`src/hdl/ook_pulse_pair_decoder_defines.svh`:
```
// ----------------------------------------------------------------------------
// ook pulse pair decoder assertion macros
// shared concurrent assertion forms, sampled on clock, quiet during reset
// ----------------------------------------------------------------------------
`ifndef OOK_PULSE_PAIR_DECODER_DEFINES_SVH
`define OOK_PULSE_PAIR_DECODER_DEFINES_SVH

// condition holds at every edge outside reset
`define OPPD_ASSERT_HOLDS(lbl, expr, msg) \
   lbl: assert property (@(posedge clock) disable iff (reset) (expr)) else $error(msg);

// condition at one edge implies another at the next edge
`define OPPD_ASSERT_NEXT(lbl, pre, post, msg) \
   lbl: assert property (@(posedge clock) disable iff (reset) (pre) |=> (post)) else $error(msg);

`endif

```
`src/hdl/oppd_pkg.sv`:
```
// ----------------------------------------------------------------------------
// oppd_pkg
// shared types, register codes and reset values of the pulse pair decoder
// ----------------------------------------------------------------------------
package oppd_pkg;

   localparam int MAX_FRAME_BITS_DEF = 64;
   localparam int WIDTH_BITS_DEF     = 16;

   // frame length registers are fixed at 7 bits
   localparam int LEN_REG_W   = 7;
   localparam int CSR_INDEX_W = 3;

   localparam int MIN_FRAME_BITS_RESET  = 24;
   localparam int MAX_FRAME_BITS_RESET  = 64;
   localparam int SHORT_MIN_WIDTH_RESET = 200;
   localparam int LONG_MIN_WIDTH_RESET  = 600;
   localparam int LONG_MAX_WIDTH_RESET  = 1500;

   typedef enum logic [1:0] {
      PULSE_INVALID = 2'd0,
      PULSE_SHORT   = 2'd1,
      PULSE_LONG    = 2'd2
   } pulse_kind_type;

   typedef enum logic [CSR_INDEX_W-1:0] {
      CSR_MIN_FRAME_BITS  = 3'd0,
      CSR_MAX_FRAME_BITS  = 3'd1,
      CSR_SHORT_MIN_WIDTH = 3'd2,
      CSR_LONG_MIN_WIDTH  = 3'd3,
      CSR_LONG_MAX_WIDTH  = 3'd4
   } csr_index_type;

   typedef struct packed {
      logic [LEN_REG_W-1:0] min_bits;
      logic [LEN_REG_W-1:0] max_bits;
   } frame_limits_type;

endpackage

```
`src/hdl/oppd_csr.sv`:
```
// ----------------------------------------------------------------------------
// oppd_csr
// configuration registers: frame length limits and pulse width thresholds
// ----------------------------------------------------------------------------
module oppd_csr
   import oppd_pkg::*;
#(
   parameter int WIDTH_BITS = WIDTH_BITS_DEF
) (
   input  logic                   clock,
   input  logic                   reset,
   input  logic                   csr_write,
   input  logic [CSR_INDEX_W-1:0] csr_index,
   input  logic [WIDTH_BITS-1:0]  csr_wdata,
   output frame_limits_type       limits,
   output logic [WIDTH_BITS-1:0]  short_floor,
   output logic [WIDTH_BITS-1:0]  long_floor,
   output logic [WIDTH_BITS-1:0]  long_ceiling
);

   frame_limits_type      limits_ff,       limits_in;
   logic [WIDTH_BITS-1:0] short_floor_ff,  short_floor_in;
   logic [WIDTH_BITS-1:0] long_floor_ff,   long_floor_in;
   logic [WIDTH_BITS-1:0] long_ceiling_ff, long_ceiling_in;

   always_comb begin
      limits_in       = limits_ff;
      short_floor_in  = short_floor_ff;
      long_floor_in   = long_floor_ff;
      long_ceiling_in = long_ceiling_ff;
      if (csr_write) begin
         case (csr_index_type'(csr_index))
            CSR_MIN_FRAME_BITS:  limits_in.min_bits = csr_wdata[LEN_REG_W-1:0];
            CSR_MAX_FRAME_BITS:  limits_in.max_bits = csr_wdata[LEN_REG_W-1:0];
            CSR_SHORT_MIN_WIDTH: short_floor_in  = csr_wdata;
            CSR_LONG_MIN_WIDTH:  long_floor_in   = csr_wdata;
            CSR_LONG_MAX_WIDTH:  long_ceiling_in = csr_wdata;
            default: ;
         endcase
      end
   end

   always_ff @(posedge clock) begin
      if (reset) begin
         limits_ff.min_bits <= LEN_REG_W'(MIN_FRAME_BITS_RESET);
         limits_ff.max_bits <= LEN_REG_W'(MAX_FRAME_BITS_RESET);
         short_floor_ff     <= WIDTH_BITS'(SHORT_MIN_WIDTH_RESET);
         long_floor_ff      <= WIDTH_BITS'(LONG_MIN_WIDTH_RESET);
         long_ceiling_ff    <= WIDTH_BITS'(LONG_MAX_WIDTH_RESET);
      end else begin
         limits_ff       <= limits_in;
         short_floor_ff  <= short_floor_in;
         long_floor_ff   <= long_floor_in;
         long_ceiling_ff <= long_ceiling_in;
      end
   end

   assign limits       = limits_ff;
   assign short_floor  = short_floor_ff;
   assign long_floor   = long_floor_ff;
   assign long_ceiling = long_ceiling_ff;

endmodule

```
`src/hdl/oppd_classify.sv`:
```
// ----------------------------------------------------------------------------
// oppd_classify
// sorts one pulse width into short, long or invalid
// ----------------------------------------------------------------------------
module oppd_classify
   import oppd_pkg::*;
#(
   parameter int WIDTH_BITS = WIDTH_BITS_DEF
) (
   input  logic [WIDTH_BITS-1:0] pulse_width,
   input  logic [WIDTH_BITS-1:0] short_floor,
   input  logic [WIDTH_BITS-1:0] long_floor,
   input  logic [WIDTH_BITS-1:0] long_ceiling,
   output pulse_kind_type        kind
);

   // tests applied in fixed order, even with thresholds out of order
   always_comb begin
      if (pulse_width < short_floor) begin
         kind = PULSE_INVALID;
      end else if (pulse_width < long_floor) begin
         kind = PULSE_SHORT;
      end else if (pulse_width <= long_ceiling) begin
         kind = PULSE_LONG;
      end else begin
         kind = PULSE_INVALID;
      end
   end

endmodule

```
`src/hdl/oppd_frame.sv`:
```
// ----------------------------------------------------------------------------
// oppd_frame
// pulse pairing state, bit collection and frame emit decision
// ----------------------------------------------------------------------------
`include "ook_pulse_pair_decoder_defines.svh"

module oppd_frame
   import oppd_pkg::*;
#(
   parameter int MAX_FRAME_BITS = MAX_FRAME_BITS_DEF,
   parameter int CNT_W          = $clog2(MAX_FRAME_BITS + 1)
) (
   input  logic                      clock,
   input  logic                      reset,
   input  logic                      step,
   input  pulse_kind_type            kind,
   input  frame_limits_type          limits,
   output logic                      emit,
   output logic [MAX_FRAME_BITS-1:0] emit_bits,
   output logic [CNT_W-1:0]          emit_length
);

   localparam int IDX_W = (MAX_FRAME_BITS > 1) ? $clog2(MAX_FRAME_BITS) : 1;
   localparam logic [CNT_W-1:0] FULL_COUNT = CNT_W'(MAX_FRAME_BITS);

   pulse_kind_type            prev_ff,  prev_in;
   logic                      half_ff,  half_in;
   logic [CNT_W-1:0]          count_ff, count_in;
   logic [MAX_FRAME_BITS-1:0] store_ff, store_in;

   logic [CNT_W-1:0]          count_inc;
   logic [MAX_FRAME_BITS-1:0] store_set;
   logic                      frame_full;

   always_comb begin
      count_inc  = count_ff + CNT_W'(1);
      store_set  = store_ff;
      if (prev_ff == PULSE_LONG) begin
         store_set[count_ff[IDX_W-1:0]] = 1'b1;
      end
      frame_full = (LEN_REG_W'(count_inc) == limits.max_bits) || (count_inc == FULL_COUNT);
   end

   always_comb begin
      prev_in     = prev_ff;
      half_in     = half_ff;
      count_in    = count_ff;
      store_in    = store_ff;
      emit        = 1'b0;
      emit_bits   = store_ff;
      emit_length = count_ff;
      if (step) begin
         prev_in = kind;
         if (prev_ff == PULSE_INVALID) begin
            // frame ended by an invalid pulse
            emit     = (LEN_REG_W'(count_ff) >= limits.min_bits);
            half_in  = 1'b0;
            count_in = '0;
            store_in = '0;
         end else if (half_ff && (prev_ff != kind)) begin
            // pair complete, commit one bit
            emit_bits   = store_set;
            emit_length = count_inc;
            half_in     = 1'b0;
            if (frame_full) begin
               emit     = 1'b1;
               count_in = '0;
               store_in = '0;
            end else begin
               count_in = count_inc;
               store_in = store_set;
            end
         end else begin
            half_in = 1'b1;
         end
      end
   end

   always_ff @(posedge clock) begin
      if (reset) begin
         prev_ff  <= PULSE_INVALID;
         half_ff  <= 1'b0;
         count_ff <= '0;
         store_ff <= '0;
      end else begin
         prev_ff  <= prev_in;
         half_ff  <= half_in;
         count_ff <= count_in;
         store_ff <= store_in;
      end
   end

   `OPPD_ASSERT_HOLDS(a_count_in_range, count_ff < FULL_COUNT, "bit count reached capacity")
   `OPPD_ASSERT_NEXT(a_clear_after_emit, step && emit, (count_ff == '0) && (store_ff == '0), "frame not cleared after emit")
   `OPPD_ASSERT_NEXT(a_invalid_ends_pair, step && (prev_ff == PULSE_INVALID), !half_ff && (count_ff == '0), "frame not restarted after invalid pulse")

endmodule

```
`src/hdl/ook_pulse_pair_decoder.sv`:
```
// ----------------------------------------------------------------------------
// ook_pulse_pair_decoder
// on-off-keying pulse width decoder: pairs of pulses to bits, bits to frames
// ----------------------------------------------------------------------------
// One transaction on req_ carries a measured pulse width. It is registered,
// classified as short, long or invalid against the three width thresholds,
// and folded into the frame state once the result register is free or being
// emptied. Two consecutive pulses of differing kind commit one bit (long
// gives 1, short gives 0), the first bit landing in bit 0. An invalid pulse
// ends the frame, which is sent on rsp_ if it holds at least min_frame_bits
// bits; a frame reaching max_frame_bits (or capacity) is sent at once. A new
// transaction is taken every cycle in which req_stall is low; req_stall
// rises only while a finished frame waits on rsp_stall and the registered
// pulse still has to be folded in. A pulse gives at most one frame. The user
// must write configuration registers only while the block is idle; the block
// itself does not enforce this.
// ----------------------------------------------------------------------------
module ook_pulse_pair_decoder
   import oppd_pkg::*;
#(
   parameter int MAX_FRAME_BITS = MAX_FRAME_BITS_DEF,
   parameter int WIDTH_BITS     = WIDTH_BITS_DEF
) (
   input  logic                                    clock,
   input  logic                                    reset,
   // pulse transactions
   input  logic                                    req_valid,
   output logic                                    req_stall,
   input  logic [WIDTH_BITS-1:0]                   req_pulse_width,
   // frame transactions
   output logic                                    rsp_valid,
   input  logic                                    rsp_stall,
   output logic [MAX_FRAME_BITS-1:0]               rsp_frame_bits,
   output logic [$clog2(MAX_FRAME_BITS + 1)-1:0]   rsp_frame_length,
   // configuration writes
   input  logic                                    csr_write,
   input  logic [CSR_INDEX_W-1:0]                  csr_index,
   input  logic [WIDTH_BITS-1:0]                   csr_wdata
);

   localparam int CNT_W = $clog2(MAX_FRAME_BITS + 1);

   // input register
   logic                  in_valid_ff, in_valid_in;
   logic [WIDTH_BITS-1:0] pulse_ff;

   // result register
   logic                      rsp_valid_ff, rsp_valid_in;
   logic [MAX_FRAME_BITS-1:0] rsp_bits_ff;
   logic [CNT_W-1:0]          rsp_length_ff;

   frame_limits_type      limits;
   logic [WIDTH_BITS-1:0] short_floor;
   logic [WIDTH_BITS-1:0] long_floor;
   logic [WIDTH_BITS-1:0] long_ceiling;

   pulse_kind_type            kind;
   logic                      advance;
   logic                      req_take;
   logic                      emit;
   logic [MAX_FRAME_BITS-1:0] emit_bits;
   logic [CNT_W-1:0]          emit_length;

   oppd_csr #(
      .WIDTH_BITS (WIDTH_BITS)
   ) u_csr (
      .clock        (clock),
      .reset        (reset),
      .csr_write    (csr_write),
      .csr_index    (csr_index),
      .csr_wdata    (csr_wdata),
      .limits       (limits),
      .short_floor  (short_floor),
      .long_floor   (long_floor),
      .long_ceiling (long_ceiling)
   );

   oppd_classify #(
      .WIDTH_BITS (WIDTH_BITS)
   ) u_classify (
      .pulse_width  (pulse_ff),
      .short_floor  (short_floor),
      .long_floor   (long_floor),
      .long_ceiling (long_ceiling),
      .kind         (kind)
   );

   oppd_frame #(
      .MAX_FRAME_BITS (MAX_FRAME_BITS),
      .CNT_W          (CNT_W)
   ) u_frame (
      .clock       (clock),
      .reset       (reset),
      .step        (advance),
      .kind        (kind),
      .limits      (limits),
      .emit        (emit),
      .emit_bits   (emit_bits),
      .emit_length (emit_length)
   );

   // the registered pulse moves on whenever the result register is free
   // or being emptied this cycle, so every pulse is safe to fold in
   assign advance   = in_valid_ff && (!rsp_valid_ff || !rsp_stall);
   assign req_stall = in_valid_ff && !advance;
   assign req_take  = req_valid && !req_stall;

   always_comb begin
      in_valid_in = req_take || (in_valid_ff && !advance);
      if (advance && emit) begin
         rsp_valid_in = 1'b1;
      end else if (rsp_valid_ff && rsp_stall) begin
         rsp_valid_in = 1'b1;
      end else begin
         rsp_valid_in = 1'b0;
      end
   end

   always_ff @(posedge clock) begin
      if (reset) begin
         in_valid_ff  <= 1'b0;
         rsp_valid_ff <= 1'b0;
      end else begin
         in_valid_ff  <= in_valid_in;
         rsp_valid_ff <= rsp_valid_in;
      end
   end

   // payload registers, no reset needed
   always_ff @(posedge clock) begin
      if (req_take) begin
         pulse_ff <= req_pulse_width;
      end
      if (advance && emit) begin
         rsp_bits_ff   <= emit_bits;
         rsp_length_ff <= emit_length;
      end
   end

   assign rsp_valid        = rsp_valid_ff;
   assign rsp_frame_bits   = rsp_bits_ff;
   assign rsp_frame_length = rsp_length_ff;

endmodule
```
`config.mk`:
```
export PLATFORM = sky130hd
export DESIGN_NAME = ook_pulse_pair_decoder
export DESIGN_NICKNAME = d
export VERILOG_FILES = /design/src/hdl/oppd_pkg.sv /design/src/hdl/oppd_csr.sv /design/src/hdl/oppd_classify.sv /design/src/hdl/oppd_frame.sv /design/src/hdl/ook_pulse_pair_decoder.sv
export VERILOG_INCLUDE_DIRS = /design/src /design/src/hdl
export SDC_FILE = /design/constraint.sdc
export NUM_CORES = 1
export LEC_CHECK = 0
export BUFFER_PORTS_ARGS = -buffer_cell sky130_fd_sc_hd__buf_4
export CORE_ASPECT_RATIO = 1.2
export CORE_MARGIN = 2
export CORE_UTILIZATION = 35
export CTS_CLUSTER_DIAMETER = 40
export CTS_CLUSTER_SIZE = 16
export DETAILED_ROUTE_END_ITERATION = 6
export SLEW_MARGIN = 20
export SYNTH_ARGS = -nofsm -noshare
export SYNTH_HDL_FRONTEND = slang
export SYNTH_SLANG_ARGS = --single-unit
```
`constraint.sdc`:
```
create_clock -name clock -period 5.1 [get_ports clock]
set_input_delay 0.765 -clock clock [delete_from_list [all_inputs] [get_ports clock]]
set_output_delay 0.765 -clock clock [all_outputs]
set_load 0.005 [all_outputs]
```
* Yosys cells after proc, flatten, opt, wreduce, memory -nomap -nowiden
Cells that the tools add are included. Widths: inputs -> output; s select.
Word-level totals: register bits 225, latch bits 0, bits in writable memories 0, bits in read-only memories 0, input port bits 40, output and inout bits 73, memories kept 0
Operators by class: $add $sub $neg 1, $mul 0, divide/modulo/power cells 0, order comparisons 6, equal/unequal tests 8, shift operators 0, mux-type cells 26, bitwise gates (word level) 1, reductions and logical operators 23
Operator list (count):
- $mux 64 | 7
- $or 64x64->64 | 1
- $mux 7 | 6
- $lt 16x16->1 | 2
- $le 16x16->1 | 1
- $reduce_and 2->1 | 6
- $mux 1 | 9
- $add 7x1->7 const B | 1
- $eq 7x7->1 | 1
- $eq 7x7->1 const B | 1
- $ge 7x7->1 | 1
- $logic_and 1x1->1 | 7
- $lt 6x7->1 const B | 1
- $demux 1 s6 | 1
- $eq 3x2->1 const B | 2
- $ge 6x1->1 const B | 1
- $mux 2 | 3
- $logic_not 1->1 | 4
- $eq 3x1->1 const B | 1
- $eq 3x3->1 const B | 1
- $logic_not 3->1 | 1
- $logic_or 1x1->1 | 3
- $eq 2x2->1 const B | 1
- $logic_not 2->1 | 1
- 2 further kinds | 2

* Logic depth before layout (Yosys ltp)
word-level depth 11, gate-level depth with buffers 11

* Cells and area by module
From an unflattened synthesis, not the netlist that was laid out.
Second synthesis, totals: cells, all modules 972, area, all modules 10396.2 µm²
By module, submodules not included:
- oppd_frame | instances 1, cells an instance 478, area each 3987.6 µm²
- ook_pulse_pair_decoder | instances 1, cells an instance 99, area each 2706.3 µm²
- oppd_csr | instances 1, cells an instance 234, area each 2499.9 µm²
- oppd_classify | instances 1, cells an instance 161, area each 1202.4 µm²

* Worst setup path before layout
Ideal clock, no wire load.
path type flip-flop to flip-flop, from reg pulse_ff[13], to reg rsp_bits_ff[0], in the netlist rsp_frame_bits[0], enable pin, setup time 0.736 ns, arrival 3.470 ns, required time 4.364 ns, setup slack 0.895 ns, cell stages (with the launch flop) 10, buffers on the path 1, period minus slack after synthesis 4.205 ns, path through edfxtp_1 -> ha_1 -> a21o_1 -> a21o_1 -> a2111o_1 -> a2111oi_2 -> o32ai_2 -> buf_2 -> o22ai_1 -> nand2_1
Between the ends: cells in the longest elaborated chain, start to end 10, elaborated cells on any way between the ends 12, classes of those cells 3 x order compare; 1 x eq/ne; 6 x mux; 2 x reduce/logical
RTL lines:
- from (decl) | RTL line ook_pulse_pair_decoder.sv:45 | logic [WIDTH_BITS-1:0] pulse_ff;
- from (signal assigned) | RTL line ook_pulse_pair_decoder.sv:132 | pulse_ff <= req_pulse_width;
- $le 16x16->1 | RTL line oppd_classify.sv:23 | end else if (pulse_width <= long_ceiling) begin
- $mux 2 | RTL line oppd_classify.sv:23
- $mux 2 | RTL line oppd_classify.sv:21 | end else if (pulse_width < long_floor) begin
- $mux 2 (*) | RTL line oppd_classify.sv:19 | if (pulse_width < short_floor) begin
- $ne 2x2->1 (*) | RTL line oppd_frame.sv:60 | end else if (half_ff && (prev_ff != kind)) begin
- $logic_and 1x1->1 (*) | RTL line oppd_frame.sv:60
- $mux 1 (*) | RTL line oppd_frame.sv:60
- $mux 1 (*) | RTL line oppd_frame.sv:54 | if (prev_ff == PULSE_INVALID) begin
- $mux 1 (*) | RTL line oppd_frame.sv:52 | if (step) begin
- $logic_and 1x1->1 (*) | RTL line ook_pulse_pair_decoder.sv:134 | if (advance && emit) begin
- to (signal assigned) | RTL line ook_pulse_pair_decoder.sv:135 | rsp_bits_ff <= emit_bits;
- to (decl) | RTL line ook_pulse_pair_decoder.sv:49 | logic [MAX_FRAME_BITS-1:0] rsp_bits_ff;
Every way passes the cells marked *; elsewhere a longest branch is shown, timed or not. A chain may end at the register's enable or synchronous reset.

* Worst setup path after layout
from reg u_frame.count_ff[2], to reg rsp_bits_ff[10], in the netlist rsp_frame_bits[10], enable pin
Between the ends: cells in the longest elaborated chain, start to end 8, elaborated cells on any way between the ends 10, classes of those cells 1 x add/sub; 1 x order compare; 2 x eq/ne; 4 x mux; 2 x reduce/logical
RTL lines:
- from (decl) | RTL line oppd_frame.sv:28 | logic [CNT_W-1:0] count_ff, count_in;
- from (signal assigned) | RTL line oppd_frame.sv:88 | count_ff <= count_in;
- $add 7x1->7 | RTL line oppd_frame.sv:36 | count_inc = count_ff + CNT_W'(1);
- $eq 7x7->1 | RTL line oppd_frame.sv:41 | frame_full = (LEN_REG_W'(count_inc) == limits.max_bits) || (count_inc == FULL_COUNT);
- $logic_or 1x1->1 | RTL line oppd_frame.sv:41
- $mux 1 | RTL line oppd_frame.sv:65 | if (frame_full) begin
- $mux 1 | RTL line oppd_frame.sv:60
- $mux 1 (*) | RTL line oppd_frame.sv:54
- $mux 1 (*) | RTL line oppd_frame.sv:52
- $logic_and 1x1->1 (*) | RTL line ook_pulse_pair_decoder.sv:134
Marks and branches as above.

==> results.json <==
{
  "worstPathArrival_ps": 4000,
  "yosys_warnings": 0,
  "wl_per_cell_um": 19.9,
  "syn-num-nets": 1328,
  "final_util_pct": 43.2,
  "rsz0062_at_grt": "no",
  "cpLargestDelayFamily": "simple AND/OR/NAND/NOR gates",
  "synthFlopType": "dfxtp_1",
  "dpl_cell_area_sq_um": 12500,
  "clock_skew_ps": 23.7,
  "max_freq_mhz": 258,
  "grt_pass1_vias": 9272,
  "synth_area_sq_um": 11300,
  "yosysSeqAreaShare_pct": 47.4,
  "worstMarginPinSlew_ps": 1140,
  "powerDensity_nw_per_um2": 352,
  "die_y_um": 201,
  "hold_end": "pulse_ff[0]",
  "finalHoldViolCount": 0,
  "final_layout_size_suffix_gt1_share_pct": 15.7,
  "p_total_mw": 4.89,
  "hold_ws_ps": 440,
  "hold_path.class": "input port to register",
  "num_vias": 9613,
  "cp.buffers_inverters": 0,
  "initial_core_util_pct": 35.4,
  "drt_iter0_drc": 956,
  "critPathMaxFanout": 71,
  "grt_usage_pct": 20.0,
  "dp_cells": 1670,
  "period_share_pct": 75.9,
  "ios": 113,
  "drv_cap": 0,
  "cp_slowest_cell": "dfxtp_1",
  "leakage_nw": 5.26,
  "worstPathRequired_ps": 5230,
  "wirelength_um": 34600,
  "row_count": 72,
  "drc_errors": 0,
  "synth_top_family_by_area": "simple AND/OR/NAND/NOR gates",
  "portBuffers": 112,
  "peakVddDrop_uv": 215,
  "cts_root_buf": "clkbuf_16",
  "critPathKind": "register to register",
  "clk_latency_ps": 520,
  "vias_per_cell": 5.52,
  "antenna_found_initial": 0,
  "fin_ws_ps": 1230,
  "clock_sinks": 225,
  "synth_mux_area_share_pct": 0.629,
  "avgSynthCellArea_sq_um": 9.19,
  "nNetsFinal": 1397,
  "clk_path_buf_depth": 3,
  "cts_resized": 0,
  "syn_inst": 1234,
  "r2r_end": "rsp_frame_bits[10]",
  "r2r_slack_ps": 1230,
  "drtAntennaViolNets": 0,
  "synth_compound_area_share_pct": 17.2,
  "setup_violations": 0,
  "synthAdderAreaFrac_pct": 5.96,
  "gp_congestion": 0.857,
  "path_cells": "nand3_1, nor2_1, a21boi_1, nor4b_1, o22ai_1, nand2_4",
  "cts_tree": "yes",
  "max_stage_delay_ps": 910,
  "worstReg2RegStart": "u_frame.count_ff[2]",
  "hold_path_depth": 1,
  "cts.reportedPaths.clkPinSlew_ps": 60,
  "cts_made_buffers": 38,
  "finalNonFillerCells": 1740,
  "relSlewSlack_pct": 23.4,
  "fp.dieW_um": 168,
  "crit_path_start_kind": "register",
  "post_cts_hold_buffer_count": 0,
  "die_area_sq_um": 33900,
  "hpwl_um": 21400,
  "h-tree-depth": 2,
  "maxSlewViolCount": 0,
  "postCtsSetupBuffers": 0,
  "worstRegToRegCells": 6,
  "synth_edf_count": 87,
  "holdCritStartpoint": "req_pulse_width[0]",
  "synthArstFlopShare_pct": 0,
  "pre_cts_ws_ps": 1210,
  "end_kind": "register",
  "syn2layout_area_growth_pct": 22.3,
  "status": "finished clean",
  "antenna_cells": 0,
  "tns_ps": 0,
  "grt.overflow.total": 0,
  "grt_max_degree": 104,
  "ys_ff_latch": 225,
  "core_area_sq_um": 32100,
  "fin_area_sq_um": 13900,
  "synth_xor_area_share_pct": 1.00,
  "yosys.area_share.simple_pct": 22.2,
  "synth.distinct_cells": 59,
  "final.min_clock_period_ps": 3870,
  "grt_pass1_wl_um": 53800,
  "drtPass1Iterations": 7
}
per-layer routing:
metal	wire, um	vias up	GRT usage [%]
met1	14600	4607	26.0
met2	16900	330	33.5
met3	2010	62	3.66
li1	-	4614	-
met4	1020	0	6.87
met5	0	-	0
worst max-delay path by stage:
stage,start,endpoint,slack [ps],cells after the start
floorplan,pulse_ff[13],rsp_frame_bits[0],890,9
global placement,rsp_stall,rsp_frame_bits[58],1290,10
detailed placement,rsp_stall,rsp_frame_bits[61],1210,10
CTS,pulse_ff[13],rsp_frame_bits[61],1220,9
global route,u_frame.count_ff[1],rsp_frame_length[4],900,7
finish,u_frame.count_ff[2],rsp_frame_bits[10],1230,6
layout by cell type, fill, tap and decap left out, drive strengths merged, types with 3 or more instances in the layout:
cell type    n
ha          54
o2111ai      6
nor4         6
a211oi       4
a22oi        9
o221ai      60
buf        128
a31o        65
clkinv       9
a21o         6
clkinvlp     3
inv         63
nor3         9
xnor2       11
nand3       16
nor3b        6
o21ai       20
dfxtp      138
nand3b      12
bufinv       6
a211o        6
mux2i        6
nor2b       66
nand2      194
o211ai       4
clkbuf      49
and2         4
and3        11
edfxtp      87
nand2b      16
a21oi       63
nand4       69
nor2        98
or2          4
where the power goes:
part | switching [mW] | total [mW] | leakage [nW] | internal [mW]
Combinational | 0.144 | 0.227 | 2.79 | 0.0829
Sequential | 0.0190 | 1.90 | 1.80 | 1.88
Clock | 0.904 | 2.75 | 0.677 | 1.85
Total | 1.07 | 4.89 | 5.26 | 3.82
layout make-up:
cell class	count	area, sq um
flip-flops and latches	225	5380
multi-input cells	850	5400
well taps	407	509
inverters	60	225
clock inverters	21	269
fillers	3139	18200
clock buffers	49	1120
repair buffers	128	965
synth_stat cells (all sizes together), types with 9 or more instances:
library cell	count	area, sq um
xnor2	11	96.3
o21ai	20	104
and3	11	68.8
nand2b	16	100
nor3	9	50.1
o221ai	60	526
edfxtp	87	2610
a22oi	9	67.6
clkbuf	68	255
a31o	65	569
a21oi	63	315
ha	54	676
nor2b	66	413
inv	59	221
nand3	16	80.1
nand2	194	728
buf	31	164
nand3b	12	90.1
nand4	69	432
dfxtp	138	2760
nor2	98	368
sequential cells by signal, indices dropped and copies added (netlist names):
signal              flops
rsp_frame_bits         64
u_frame.store_ff       64
pulse_ff               16
u_csr.long_ceiling     16
u_csr.long_floor       16
u_csr.short_floor      16
u_csr.limits           14
rsp_frame_length        7
u_frame.count_ff        7
u_frame.prev_ff         2
in_valid_ff             1
rsp_valid               1
u_frame.half_ff         1
cells by family after synthesis:
| kind of cell | Yosys count |
|---|---|
| fa+ha+maj | 54 |
| flops | 225 |
| xor+xnor | 13 |
| simple gates | 517 |
| buf+inv | 159 |
| mux | 7 |
| compound gates | 259 |
Power figures use the tool's default switching activity.
